`src/rtl/brms_pkg.sv`:
```
package brms_pkg;

    localparam int SUM_W   = 44;
    localparam int BLK_W   = 13;
    localparam int FULL_W  = 15;
    localparam int CNT_W   = 14;
    localparam int ROOT_W  = SUM_W / 2;
    localparam int HGT_W   = 16;
    localparam int OUT_W   = 72;

    localparam logic [1:0] REG_CHANNEL_MODE      = 2'd0;
    localparam logic [1:0] REG_CHANNEL_COUNT     = 2'd1;
    localparam logic [1:0] REG_SAMPLES_PER_PIXEL = 2'd2;
    localparam logic [1:0] REG_SAMPLE_WIDTH      = 2'd3;

    localparam logic [1:0] MODE_LEFT  = 2'd0;
    localparam logic [1:0] MODE_RIGHT = 2'd1;

    // one closed block waiting for level math
    typedef struct packed {
        logic [15:0]       column;
        logic [SUM_W-1:0]  lsum;
        logic [SUM_W-1:0]  rsum;
        logic [BLK_W-1:0]  block;
        logic [FULL_W-1:0] full;
        logic              stereo;
        logic              use_left;
    } t_job;

endpackage

```
`src/rtl/block_rms_waveform_column_unit.sv`:
```
// Block RMS level meter producing one waveform column per audio block.
// Input stream: one word per audio frame, left and right samples. Frames are
// squared and summed per enabled lane, one frame per cycle.
// When the block count is reached the sums go to a two-entry job queue and
// the accumulators clear; the back end divides by block size, takes the
// floor square root, scales by 76 over full scale and formats the column.
// Output stream: one word per closed block (column index, heights, rows,
// flat flags).
// The back end works per lane through a 44-step divide, a 22-step root, one
// multiply and a 44-step scale divide, the two lanes in turn; both divides
// run on the shared bit-serial divider.
// Frames are taken one per cycle while the queue has room; with very short
// blocks the input is paced by the back end.
// Reset (synchronous, active low) restores register defaults and clears
// sums, counters, queue and output valid.
// A stalled output holds its word; the back end waits, the queue fills and
// then input tready drops. A partial block is never emitted.
// Configuration writes are meant for idle periods and apply at once.
module block_rms_waveform_column_unit #(
    parameter int MAX_BLOCK_SAMPLES = 8191,
    parameter int SAMPLE_BITS       = 16
) (
    input  logic        i_clk,
    input  logic        i_rst_n,
    input  logic        i_cfg_we,
    input  logic [1:0]  i_cfg_idx,
    input  logic [12:0] i_cfg_data,
    input  logic        s_axis_tvalid,
    output logic        s_axis_tready,
    // [15:0] left_sample, [31:16] right_sample
    input  logic [31:0] s_axis_tdata,
    output logic        m_axis_tvalid,
    input  logic        m_axis_tready,
    // [15:0] column, [24:16] first_height, [33:25] second_height,
    // [42:34] first_top, [51:43] first_bottom, [60:52] second_top,
    // [69:61] second_bottom, [70] first_flat, [71] second_flat
    output logic [71:0] m_axis_tdata
);
    import brms_pkg::*;

    logic q_full, push, pop, q_valid;
    t_job job_in, job_out;

    brms_front #(
        .MAX_BLOCK_SAMPLES(MAX_BLOCK_SAMPLES),
        .SAMPLE_BITS(SAMPLE_BITS)
    ) u_front (
        .i_clk(i_clk), .i_rst_n(i_rst_n),
        .i_cfg_we(i_cfg_we), .i_cfg_idx(i_cfg_idx), .i_cfg_data(i_cfg_data),
        .i_valid(s_axis_tvalid), .o_ready(s_axis_tready),
        .i_left(s_axis_tdata[15:0]), .i_right(s_axis_tdata[31:16]),
        .i_q_full(q_full), .o_push(push), .o_job(job_in)
    );

    brms_queue u_queue (
        .i_clk(i_clk), .i_rst_n(i_rst_n),
        .i_push(push), .i_job(job_in), .o_full(q_full),
        .i_pop(pop), .o_valid(q_valid), .o_job(job_out)
    );

    brms_back u_back (
        .i_clk(i_clk), .i_rst_n(i_rst_n),
        .i_q_valid(q_valid), .i_job(job_out), .o_pop(pop),
        .o_valid(m_axis_tvalid), .i_ready(m_axis_tready), .o_data(m_axis_tdata)
    );

endmodule

```
`src/rtl/brms_front.sv`:
```
module brms_front #(
    parameter int MAX_BLOCK_SAMPLES = 8191,
    parameter int SAMPLE_BITS       = 16
) (
    input  logic          i_clk,
    input  logic          i_rst_n,
    input  logic          i_cfg_we,
    input  logic [1:0]    i_cfg_idx,
    input  logic [12:0]   i_cfg_data,
    input  logic          i_valid,
    output logic          o_ready,
    input  logic [15:0]   i_left,
    input  logic [15:0]   i_right,
    input  logic          i_q_full,
    output logic          o_push,
    output brms_pkg::t_job o_job
);
    import brms_pkg::*;

    logic [1:0]        r_mode, r_chan, r_width;
    logic [BLK_W-1:0]  r_spp;
    logic [SUM_W-1:0]  r_lsum, r_rsum;
    logic [CNT_W-1:0]  r_cnt;
    logic [15:0]       r_col;

    logic              acc, lane_l, lane_r, src_st, close;
    logic [BLK_W-1:0]  blk;
    logic [CNT_W-1:0]  cnt_nx;
    logic signed [16:0] vl, vr;
    logic [33:0]       sql, sqr;
    logic [SUM_W-1:0]  n_lsum, n_rsum;

    function automatic logic signed [16:0] samp(input logic [15:0] raw, input logic narrow);
        if (narrow) return {9'd0, raw[7:0]};
        return 17'($signed(raw[SAMPLE_BITS-1:0]));
    endfunction

    always_comb begin
        acc    = i_valid && o_ready;
        lane_l = (r_mode != MODE_RIGHT);
        lane_r = (r_mode != MODE_LEFT);
        src_st = (r_chan == 2'd2);
        if (r_spp == '0) begin
            blk = BLK_W'(1);
        end else if (32'(r_spp) > MAX_BLOCK_SAMPLES) begin
            blk = BLK_W'(MAX_BLOCK_SAMPLES);
        end else begin
            blk = r_spp;
        end
        vl  = samp(i_left, r_width == 2'd1);
        vr  = samp(i_right, r_width == 2'd1);
        sql = 34'(vl * vl);
        sqr = 34'(vr * vr);
        n_lsum = lane_l ? r_lsum + SUM_W'(sql[31:0]) : r_lsum;
        n_rsum = (lane_r && src_st) ? r_rsum + SUM_W'(sqr[31:0]) : r_rsum;
        cnt_nx = r_cnt + (src_st ? CNT_W'(2) : CNT_W'(1));
        close  = (cnt_nx >= {1'b0, blk});
    end

    assign o_ready = !i_q_full;
    assign o_push  = acc && close;

    always_comb begin
        o_job.column   = r_col;
        o_job.lsum     = n_lsum;
        o_job.rsum     = n_rsum;
        o_job.block    = blk;
        o_job.full     = FULL_W'((lane_l && lane_r) ? 15'h7F : 15'h3F)
                         << ((r_width == 2'd1) ? 0 : (SAMPLE_BITS - 8));
        o_job.stereo   = lane_l && lane_r;
        o_job.use_left = lane_l;
    end

    always_ff @(posedge i_clk) begin
        if (!i_rst_n) begin
            r_mode  <= 2'd2;
            r_chan  <= 2'd2;
            r_spp   <= BLK_W'(1764);
            r_width <= 2'd2;
            r_lsum  <= '0;
            r_rsum  <= '0;
            r_cnt   <= '0;
            r_col   <= '0;
        end else begin
            if (i_cfg_we) begin
                unique case (i_cfg_idx)
                    REG_CHANNEL_MODE:      r_mode  <= i_cfg_data[1:0];
                    REG_CHANNEL_COUNT:     r_chan  <= i_cfg_data[1:0];
                    REG_SAMPLES_PER_PIXEL: r_spp   <= i_cfg_data;
                    REG_SAMPLE_WIDTH:      r_width <= i_cfg_data[1:0];
                    default: ;
                endcase
            end
            if (acc) begin
                if (close) begin
                    r_lsum <= '0;
                    r_rsum <= '0;
                    r_cnt  <= '0;
                    r_col  <= r_col + 16'd1;
                end else begin
                    r_lsum <= n_lsum;
                    r_rsum <= n_rsum;
                    r_cnt  <= cnt_nx;
                end
            end
        end
    end

endmodule

```
`src/rtl/brms_queue.sv`:
```
module brms_queue (
    input  logic           i_clk,
    input  logic           i_rst_n,
    input  logic           i_push,
    input  brms_pkg::t_job i_job,
    output logic           o_full,
    input  logic           i_pop,
    output logic           o_valid,
    output brms_pkg::t_job o_job
);
    import brms_pkg::*;

    t_job       r_mem [2];
    logic       r_wp, r_rp;
    logic [1:0] r_cnt;

    assign o_full  = (r_cnt == 2'd2);
    assign o_valid = (r_cnt != 2'd0);
    assign o_job   = r_mem[r_rp];

    always_ff @(posedge i_clk) begin
        if (i_push) r_mem[r_wp] <= i_job;
    end

    always_ff @(posedge i_clk) begin
        if (!i_rst_n) begin
            r_wp  <= 1'b0;
            r_rp  <= 1'b0;
            r_cnt <= '0;
        end else begin
            if (i_push) r_wp <= !r_wp;
            if (i_pop)  r_rp <= !r_rp;
            r_cnt <= r_cnt + 2'(i_push) - 2'(i_pop);
        end
    end

endmodule

```
`src/rtl/brms_back.sv`:
```
module brms_back (
    input  logic           i_clk,
    input  logic           i_rst_n,
    input  logic           i_q_valid,
    input  brms_pkg::t_job i_job,
    output logic           o_pop,
    output logic           o_valid,
    input  logic           i_ready,
    output logic [71:0]    o_data
);
    import brms_pkg::*;

    localparam int STEP_W = $clog2(SUM_W);
    localparam logic [2:0] S_IDLE = 3'd0, S_DIV = 3'd1, S_SQRT = 3'd2,
                           S_MUL = 3'd3, S_DIV2 = 3'd4, S_OUT = 3'd5;

    logic [2:0]        r_state;
    logic              r_lane;
    logic [STEP_W-1:0] r_step;
    logic [SUM_W-1:0]  r_num;
    logic [24:0]       r_rem;
    logic [ROOT_W-1:0] r_root;
    logic [FULL_W-1:0] r_div;
    logic [HGT_W-1:0]  r_h0;
    t_job              r_job;
    logic              r_ovalid;
    logic [71:0]       r_odata;

    logic [15:0]  dt;
    logic         dge;
    logic [24:0]  st, strial;
    logic         sge;
    logic         load;
    logic [HGT_W-1:0] hsel, h1;
    logic [8:0]   c0, c1;
    logic [71:0]  fmt;

    always_comb begin
        dt     = {r_rem[14:0], r_num[SUM_W-1]};
        dge    = (dt >= {1'b0, r_div});
        st     = {r_rem[22:0], r_num[SUM_W-1 -: 2]};
        strial = {1'b0, r_root, 2'b01};
        sge    = (st >= strial);
        load   = (r_state == S_OUT) && (!r_ovalid || i_ready);
    end

    // result formatting, right lane height comes straight from the divider
    always_comb begin
        h1   = r_num[HGT_W-1:0];
        hsel = r_job.use_left ? r_h0 : h1;
        c0   = r_job.stereo ? 9'd19 : 9'd38;
        c1   = 9'd51;
        fmt  = '0;
        fmt[15:0] = r_job.column;
        if (r_job.stereo) begin
            fmt[24:16] = r_h0[8:0];
            fmt[33:25] = h1[8:0];
            fmt[42:34] = c0 - r_h0[9:1];
            fmt[51:43] = c0 + r_h0[9:1];
            fmt[60:52] = c1 - h1[9:1];
            fmt[69:61] = c1 + h1[9:1];
            fmt[70]    = (r_h0 <= 16'd1);
            fmt[71]    = (h1 <= 16'd1);
        end else begin
            fmt[24:16] = hsel[8:0];
            fmt[42:34] = c0 - hsel[9:1];
            fmt[51:43] = c0 + hsel[9:1];
            fmt[70]    = (hsel <= 16'd1);
        end
    end

    assign o_pop   = (r_state == S_IDLE) && i_q_valid;
    assign o_valid = r_ovalid;
    assign o_data  = r_odata;

    always_ff @(posedge i_clk) begin
        if (load) r_odata <= fmt;
    end

    always_ff @(posedge i_clk) begin
        if (!i_rst_n) begin
            r_state  <= S_IDLE;
            r_ovalid <= 1'b0;
            r_lane   <= 1'b0;
        end else begin
            if (load)         r_ovalid <= 1'b1;
            else if (i_ready) r_ovalid <= 1'b0;
            unique case (r_state)
                S_IDLE: begin
                    if (i_q_valid) begin
                        r_job   <= i_job;
                        r_num   <= i_job.lsum;
                        r_div   <= FULL_W'(i_job.block);
                        r_rem   <= '0;
                        r_step  <= STEP_W'(SUM_W - 1);
                        r_lane  <= 1'b0;
                        r_state <= S_DIV;
                    end
                end
                S_DIV, S_DIV2: begin
                    r_rem  <= 25'(dge ? dt - {1'b0, r_div} : dt);
                    r_num  <= {r_num[SUM_W-2:0], dge};
                    r_step <= r_step - 1'b1;
                    if (r_step == '0) begin
                        if (r_state == S_DIV) begin
                            r_rem   <= '0;
                            r_root  <= '0;
                            r_step  <= STEP_W'(ROOT_W - 1);
                            r_state <= S_SQRT;
                        end else if (!r_lane) begin
                            r_h0    <= HGT_W'({r_num[SUM_W-2:0], dge});
                            r_lane  <= 1'b1;
                            r_num   <= r_job.rsum;
                            r_div   <= FULL_W'(r_job.block);
                            r_rem   <= '0;
                            r_step  <= STEP_W'(SUM_W - 1);
                            r_state <= S_DIV;
                        end else begin
                            r_state <= S_OUT;
                        end
                    end
                end
                S_SQRT: begin
                    r_rem  <= sge ? st - strial : st;
                    r_root <= {r_root[ROOT_W-2:0], sge};
                    r_num  <= {r_num[SUM_W-3:0], 2'b00};
                    r_step <= r_step - 1'b1;
                    if (r_step == '0) r_state <= S_MUL;
                end
                S_MUL: begin
                    r_num   <= SUM_W'(r_root * 7'd76);
                    r_div   <= r_job.full;
                    r_rem   <= '0;
                    r_step  <= STEP_W'(SUM_W - 1);
                    r_state <= S_DIV2;
                end
                S_OUT: begin
                    if (load) r_state <= S_IDLE;
                end
                default: r_state <= S_IDLE;
            endcase
        end
    end

endmodule

```
`config.mk`:
```
export PLATFORM = sky130hd
export DESIGN_NAME = block_rms_waveform_column_unit
export DESIGN_NICKNAME = d
export VERILOG_FILES = /design/src/rtl/brms_pkg.sv /design/src/rtl/block_rms_waveform_column_unit.sv /design/src/rtl/brms_front.sv /design/src/rtl/brms_queue.sv /design/src/rtl/brms_back.sv
export SDC_FILE = /design/constraint.sdc
export NUM_CORES = 2
export LEC_CHECK = 0
export ABC_AREA = 1
export BUFFER_PORTS_ARGS = -buffer_cell sky130_fd_sc_hd__buf_2
export CORE_AREA = 2 2 340 342
export CTS_BUF_LIST = sky130_fd_sc_hd__clkbuf_16
export DETAILED_ROUTE_END_ITERATION = 7
export DIE_AREA = 0 0 342 344
export HOLD_SLACK_MARGIN = 0.15
export PLACE_DENSITY = 0.65
export SETUP_SLACK_MARGIN = 0.1
export SYNTH_ARGS = -nofsm -noshare
export SYNTH_HDL_FRONTEND = slang
export SYNTH_SLANG_ARGS = --single-unit
```
`constraint.sdc`:
```
create_clock -name i_clk -period 11.34 [get_ports i_clk]
set_input_delay 1.134 -clock i_clk [delete_from_list [all_inputs] [get_ports i_clk]]
set_output_delay 1.134 -clock i_clk [all_outputs]
set_load 0.01 [all_outputs]
```
* Yosys cells after proc, flatten, opt, wreduce, memory -nomap -nowiden *
Memory sizes are Yosys's and may differ from the RTL's. A register that Yosys moved wholly into a read port is not among the register bits.
Index checks and enable logic that the tools add are counted.

word-level totals
  logic and storage cells = 171
  memories = 1
  output and inout bits = 74
  memory bits (writable) = 268
  bits in registers = 434
  bits of input ports = 52

memories
  memory         depth  width  rd ports  clocked after Yosys merged registers in  write ports  RTL line          text
  u_queue.r_mem  2      134    1         1                                        1            brms_queue.sv:13  t_job r_mem [2];

operators by class
  $add $sub $neg = 15
  order comparisons = 6
  shift-type cells = 1
  reduce and logical (&&, ||, !) cells = 35
  eq/ne operators = 19
  multipliers = 3
  mux-type cells = 61
  bitwise gates (word level) = 2

operators with widths
  operator                 count
  $mux W44                 8
  $pmux W44 S4             1
  $mux W23                 6
  $pmux W23 S4             1
  $add A44 B32 Y44         2
  $mux W17                 4
  $mul A17 B17 Y32         2
  $mux W15                 4
  $le A16 B1 Y1 const B    3
  $pmux W15 S3             1
  $mux W22                 2
  $pmux W22 S2             1
  $shl A15 B32 Y15         1
  $mux W6                  5
  $mul A22 B5 Y27 const B  1
  $ge A25 B24 Y1           1
  $pmux W6 S4              1
  $sub A23 B23 Y23         1
  $add A9 B9 Y9            2
  $mux W18                 1
  $mux W3                  6
  $sub A9 B9 Y9            2
  $sub A16 B15 Y17         1
  $add A16 B1 Y16 const B  1
  42 further kinds         84

* Logic depth before layout (Yosys ltp) *
  depth after elaboration = 7
  gate-level depth with buffers = 44
  mapped depth without buffers = 43

* Modules after synthesis *
Synthesis repeated with hierarchy kept, for this count alone.

unflattened totals
  cells, all modules = 7029
  area, all modules = 59399.5 µm²

modules (own cells, without submodules)
  module      times used  area an instance (µm²)  cells each  seq. area each (µm²)
  brms_front  1           30977.2                 4421        2742.6
  brms_back   1           18290.0                 2158        8658.3
  brms_queue  1           10132.2                 450         8147.8

* Worst setup path before layout *
OpenSTA, ideal clock, no wires.

  path type = register -> register
  from = register u_front.r_chan[1]
  to = memory u_queue.r_mem[0][0] (netlist bit), enable pin
  period minus slack after synthesis = 8517 ps
  arrival = 7910 ps
  data required time = 10733 ps
  library setup time = 607 ps
  slack = 2823 ps
  cell stages (with the launch flop) = 24
  buffers on the path = 1
  path through = dfxtp_1 > inv_1 > nor2_1 > inv_1 > ha_1 > inv_1 > fa_1 > nor2_1 > nand2_1 > nor2_1 > inv_1 > o21ai_0 > inv_1 > ha_1 > nand2_1 > o21a_1 > nand2_1 > nand2_1 > nand2_1 > nand2_1 > nand3_2 > nand2_1 > clkbuf_1 > nor2_1

between the ends
  longest elaborated chain between the ends = 7

ends and longest elaborated chain
  element                        RTL line          text
  start: declaration             brms_front.sv:20  logic [1:0] r_mode, r_chan, r_width;
  start signal: assignment       brms_front.sv:88  REG_CHANNEL_COUNT: r_chan <= i_cfg_data[1:0];
  $eq A2 B2 Y1                   brms_front.sv:42  src_st = (r_chan == 2'd2);
  $mux W2                        brms_front.sv:56  cnt_nx = r_cnt + (src_st ? CNT_W'(2) : CNT_W'(1));
  $add A14 B14 Y14               brms_front.sv:56
  $ge A14 B13 Y1                 brms_front.sv:57  close = (cnt_nx >= {1'b0, blk});
  $logic_and A1 B1 Y1            brms_front.sv:61  assign o_push = acc && close;
  $mux W1                        brms_queue.sv:22  if (i_push) r_mem[r_wp] <= i_job;
  $mux W1 (implied by the code)  brms_queue.sv:22
  end: declaration               brms_queue.sv:13

Every way passes these cells.

==> impl_metrics.json <==
{
  "required_ns": 11.89,
  "synth_ff_type": "edfxtp_1",
  "max_stage_delay_ns": 0.62,
  "hold_ws_ns": 0.418,
  "reg2reg_to": "u_front.r_lsum[29]",
  "drv_slew": 0,
  "drc": 0,
  "drt-total-wl_um": 148000,
  "cts_hold_repair.buffers": 0,
  "reg2reg_slack_ns": 1.87,
  "routedWlPerCell_um": 17.5,
  "hold_path_depth": 0,
  "first_global_vias": 43383,
  "fin_crit_sh_pct": 83.5,
  "cts.sinks": 667,
  "cp_top_family": "adder cells",
  "worst-path-buf-inv": 7,
  "gp_congestion": 0.945,
  "port_buffers": 125,
  "drt.antenna.violating_nets": 0,
  "clk_latency_ns": 0.63,
  "final_common_cell": "nand2_1",
  "dieArea_um2": 118000,
  "grt.met2_usage_pct": 43.6,
  "cpMostUsedCell": "nand2_1",
  "drive_above_1_share_pct": 4.88,
  "die_w_um": 342,
  "status": "finished clean",
  "r2r-start": "u_front.r_width[1]",
  "setup_viol": 0,
  "finalClockSkew_ns": 0.0280,
  "syn-cell-area_um2": 56500,
  "use_met3_pct": 2.12,
  "ys_ff_latch": 667,
  "first_pass_iters": 6,
  "h-tree-depth": 3,
  "holdPathEnd": "u_back.o_data[5]",
  "nNetsFinal": 7798,
  "cts_setup_buffers": 0,
  "crit_arrival_ns": 10.01,
  "drv_cap": 0,
  "drtIter0Drc": 3201,
  "rr_worst_depth": 38,
  "grt_max_degree": 76,
  "yosys_warnings": 0,
  "synth_edf_count": 520,
  "fmaxAchievable_mhz": 106,
  "ios": 126,
  "hp-class": "flip-flop to flip-flop",
  "cp-start-kind": "flip-flop",
  "critPathSlowestCell": "clkinv_1",
  "ys_types": 61,
  "top_usage_layer": "met2",
  "start_util_pct": 49.6,
  "rsz0062_at_grt": "no",
  "cts_tree": "done",
  "fin_util_pct": 53.6,
  "slew_headroom_pct": 26.0,
  "synthToLayoutAreaGrowth_pct": 8.12,
  "end_kind": "flip-flop",
  "hold_viol_final": 0,
  "synth_cells": 6828,
  "fin_crit_ns": 9.47,
  "die_y_um": 344,
  "vias": 44119,
  "crit_type": "flip-flop to flip-flop",
  "syn_nets": 7737,
  "antenna_found_initial": 2,
  "hold_start": "u_back.fmt[5]",
  "tightestPinTransition_ns": 1.10,
  "setup-tns-final_ns": 0,
  "cts-buffers-inserted": 72,
  "vias_per_cell": 5.21,
  "syn_avg_cell_area_um2": 8.27,
  "crit_fanout": 26,
  "core_um2": 114000,
  "clkTransAtPathRegs_ns": 0.06,
  "met1_usage_pct": 34.5,
  "grtUsageTotal_pct": 25.4,
  "num_rows": 124,
  "dp_hpwl_um": 117000,
  "cts_resized": 0,
  "yosysSeqAreaShare_pct": 32.9,
  "gr-total-overflow": 0,
  "async_reset_ff_share_pct": 0,
  "clk_path_buf_depth": 3,
  "mostFrequentLayoutCells": "nand2_1 (1797), inv_1 (1371), nor2_1 (543)",
  "cts_root_buffer": "clkbuf_16",
  "grt_pass1_wl_um": 238000
}
==> through the flow <==
step / setup WS (ns) / cells / area [µm²]
2_1_floorplan: 2.82 / 6828 / 56500
3_3_place_gp: 1.31 / 8327 / 58600
3_5_place_dp: 1.32 / 8327 / 58600
4_1_cts: 1.79 / 8461 / 61100
5_1_grt: 1.10 / 8461 / 61100
6_report: 1.87 / 8462 / 61100
==> cell type report <==
cell class | count | area, µm²
diodes | 1 | 2.50
fillers | 10617 | 52800
multi-input cells | 4611 | 32100
clock inverters | 61 | 647
flip-flops and latches | 667 | 18600
well taps | 1512 | 1890
repair buffers | 162 | 903
inverters | 1375 | 5160
clock buffers | 73 | 1830
==> Yosys cell counts, drive strengths merged (19+ instances only) <==
| library cell | number | area [µm²] |
|---|---|---|
| nand2 | 1802 | 6780 |
| mux2i | 19 | 190 |
| buf | 48 | 285 |
| o211ai | 31 | 233 |
| ha | 337 | 4220 |
| a21oi | 386 | 1940 |
| xnor2 | 79 | 692 |
| dfxtp | 147 | 2940 |
| edfxtp | 520 | 15600 |
| nand3 | 264 | 1340 |
| nand3b | 34 | 255 |
| o21ai | 191 | 967 |
| xor2 | 87 | 769 |
| clkbuf | 127 | 477 |
| or2 | 22 | 138 |
| nor3 | 53 | 287 |
| fa | 520 | 10400 |
| nor2 | 555 | 2130 |
| nor4 | 24 | 150 |
| nand4 | 77 | 482 |
| inv | 1366 | 5130 |
| o21bai | 25 | 191 |
==> worst register-to-register path, delay by kind of cell, from the launching register on <==
kind            cells  cell delay, ns
xor+xnor            1            0.18
compound gates      3            0.50
flops               1            0.39
fa+ha+maj           8            3.73
buf+inv             7            1.22
simple gates       19            3.39
==> worst max path at each step <==
stage	startpoint	to	slack, ns	depth (start not counted)
2_1_floorplan	u_front.r_chan[1]	u_queue.r_mem[0][0]	2.82	23
6_report	u_front.r_width[1]	u_front.r_lsum[29]	1.87	38
3_5_place_dp	s_axis_tdata[15]	u_front.r_lsum[29]	1.32	38
3_3_place_gp	s_axis_tdata[15]	u_front.r_lsum[29]	1.31	38
5_1_grt	u_front.r_width[0]	u_front.r_lsum[29]	1.10	39
4_1_cts	u_front.r_width[0]	u_front.r_lsum[29]	1.79	39
==> metal layers <==
layer / vias up / part of all wire [%]
met4: 2 / 2.6
met3: 202 / 4.7
met5: - / 0.0088
met2: 1159 / 48
met1: 21166 / 45
li1: 21590 / -
==> sequential cells by signal, indices dropped and copies added, names as in the netlist, named ones only <==
signal           cells
u_back.r_state       3
u_queue.r_rp         1
u_front.r_lsum      44
u_queue.r_cnt        2
u_back.r_lane        1
u_back.o_data       69
u_back.r_job        63
u_front.r_width      2
u_queue.r_wp         1
u_back.r_div        15
u_front.r_spp       13
u_front.r_mode       2
u_back.o_valid       1
u_back.r_rem        23
u_front.r_col       16
u_queue.r_mem      246
u_front.r_chan       2
u_back.r_num        44
u_front.r_cnt       14
u_back.r_step        6
u_back.r_root       22
u_back.fmt          16
u_back.r_h0         16
u_front.r_rsum      44
==> cells by family after synthesis <==
family          share of synthesized area [%]
simple gates                             20.6
buf+inv                                  10.5
fa+ha+maj                                25.9
compound gates                           7.28
flops                                    32.9
xor+xnor                                 2.59
mux                                     0.337
Power is not shown: default switching activity piles up to over one toggle a cycle in this logic, so the estimate is an artifact.
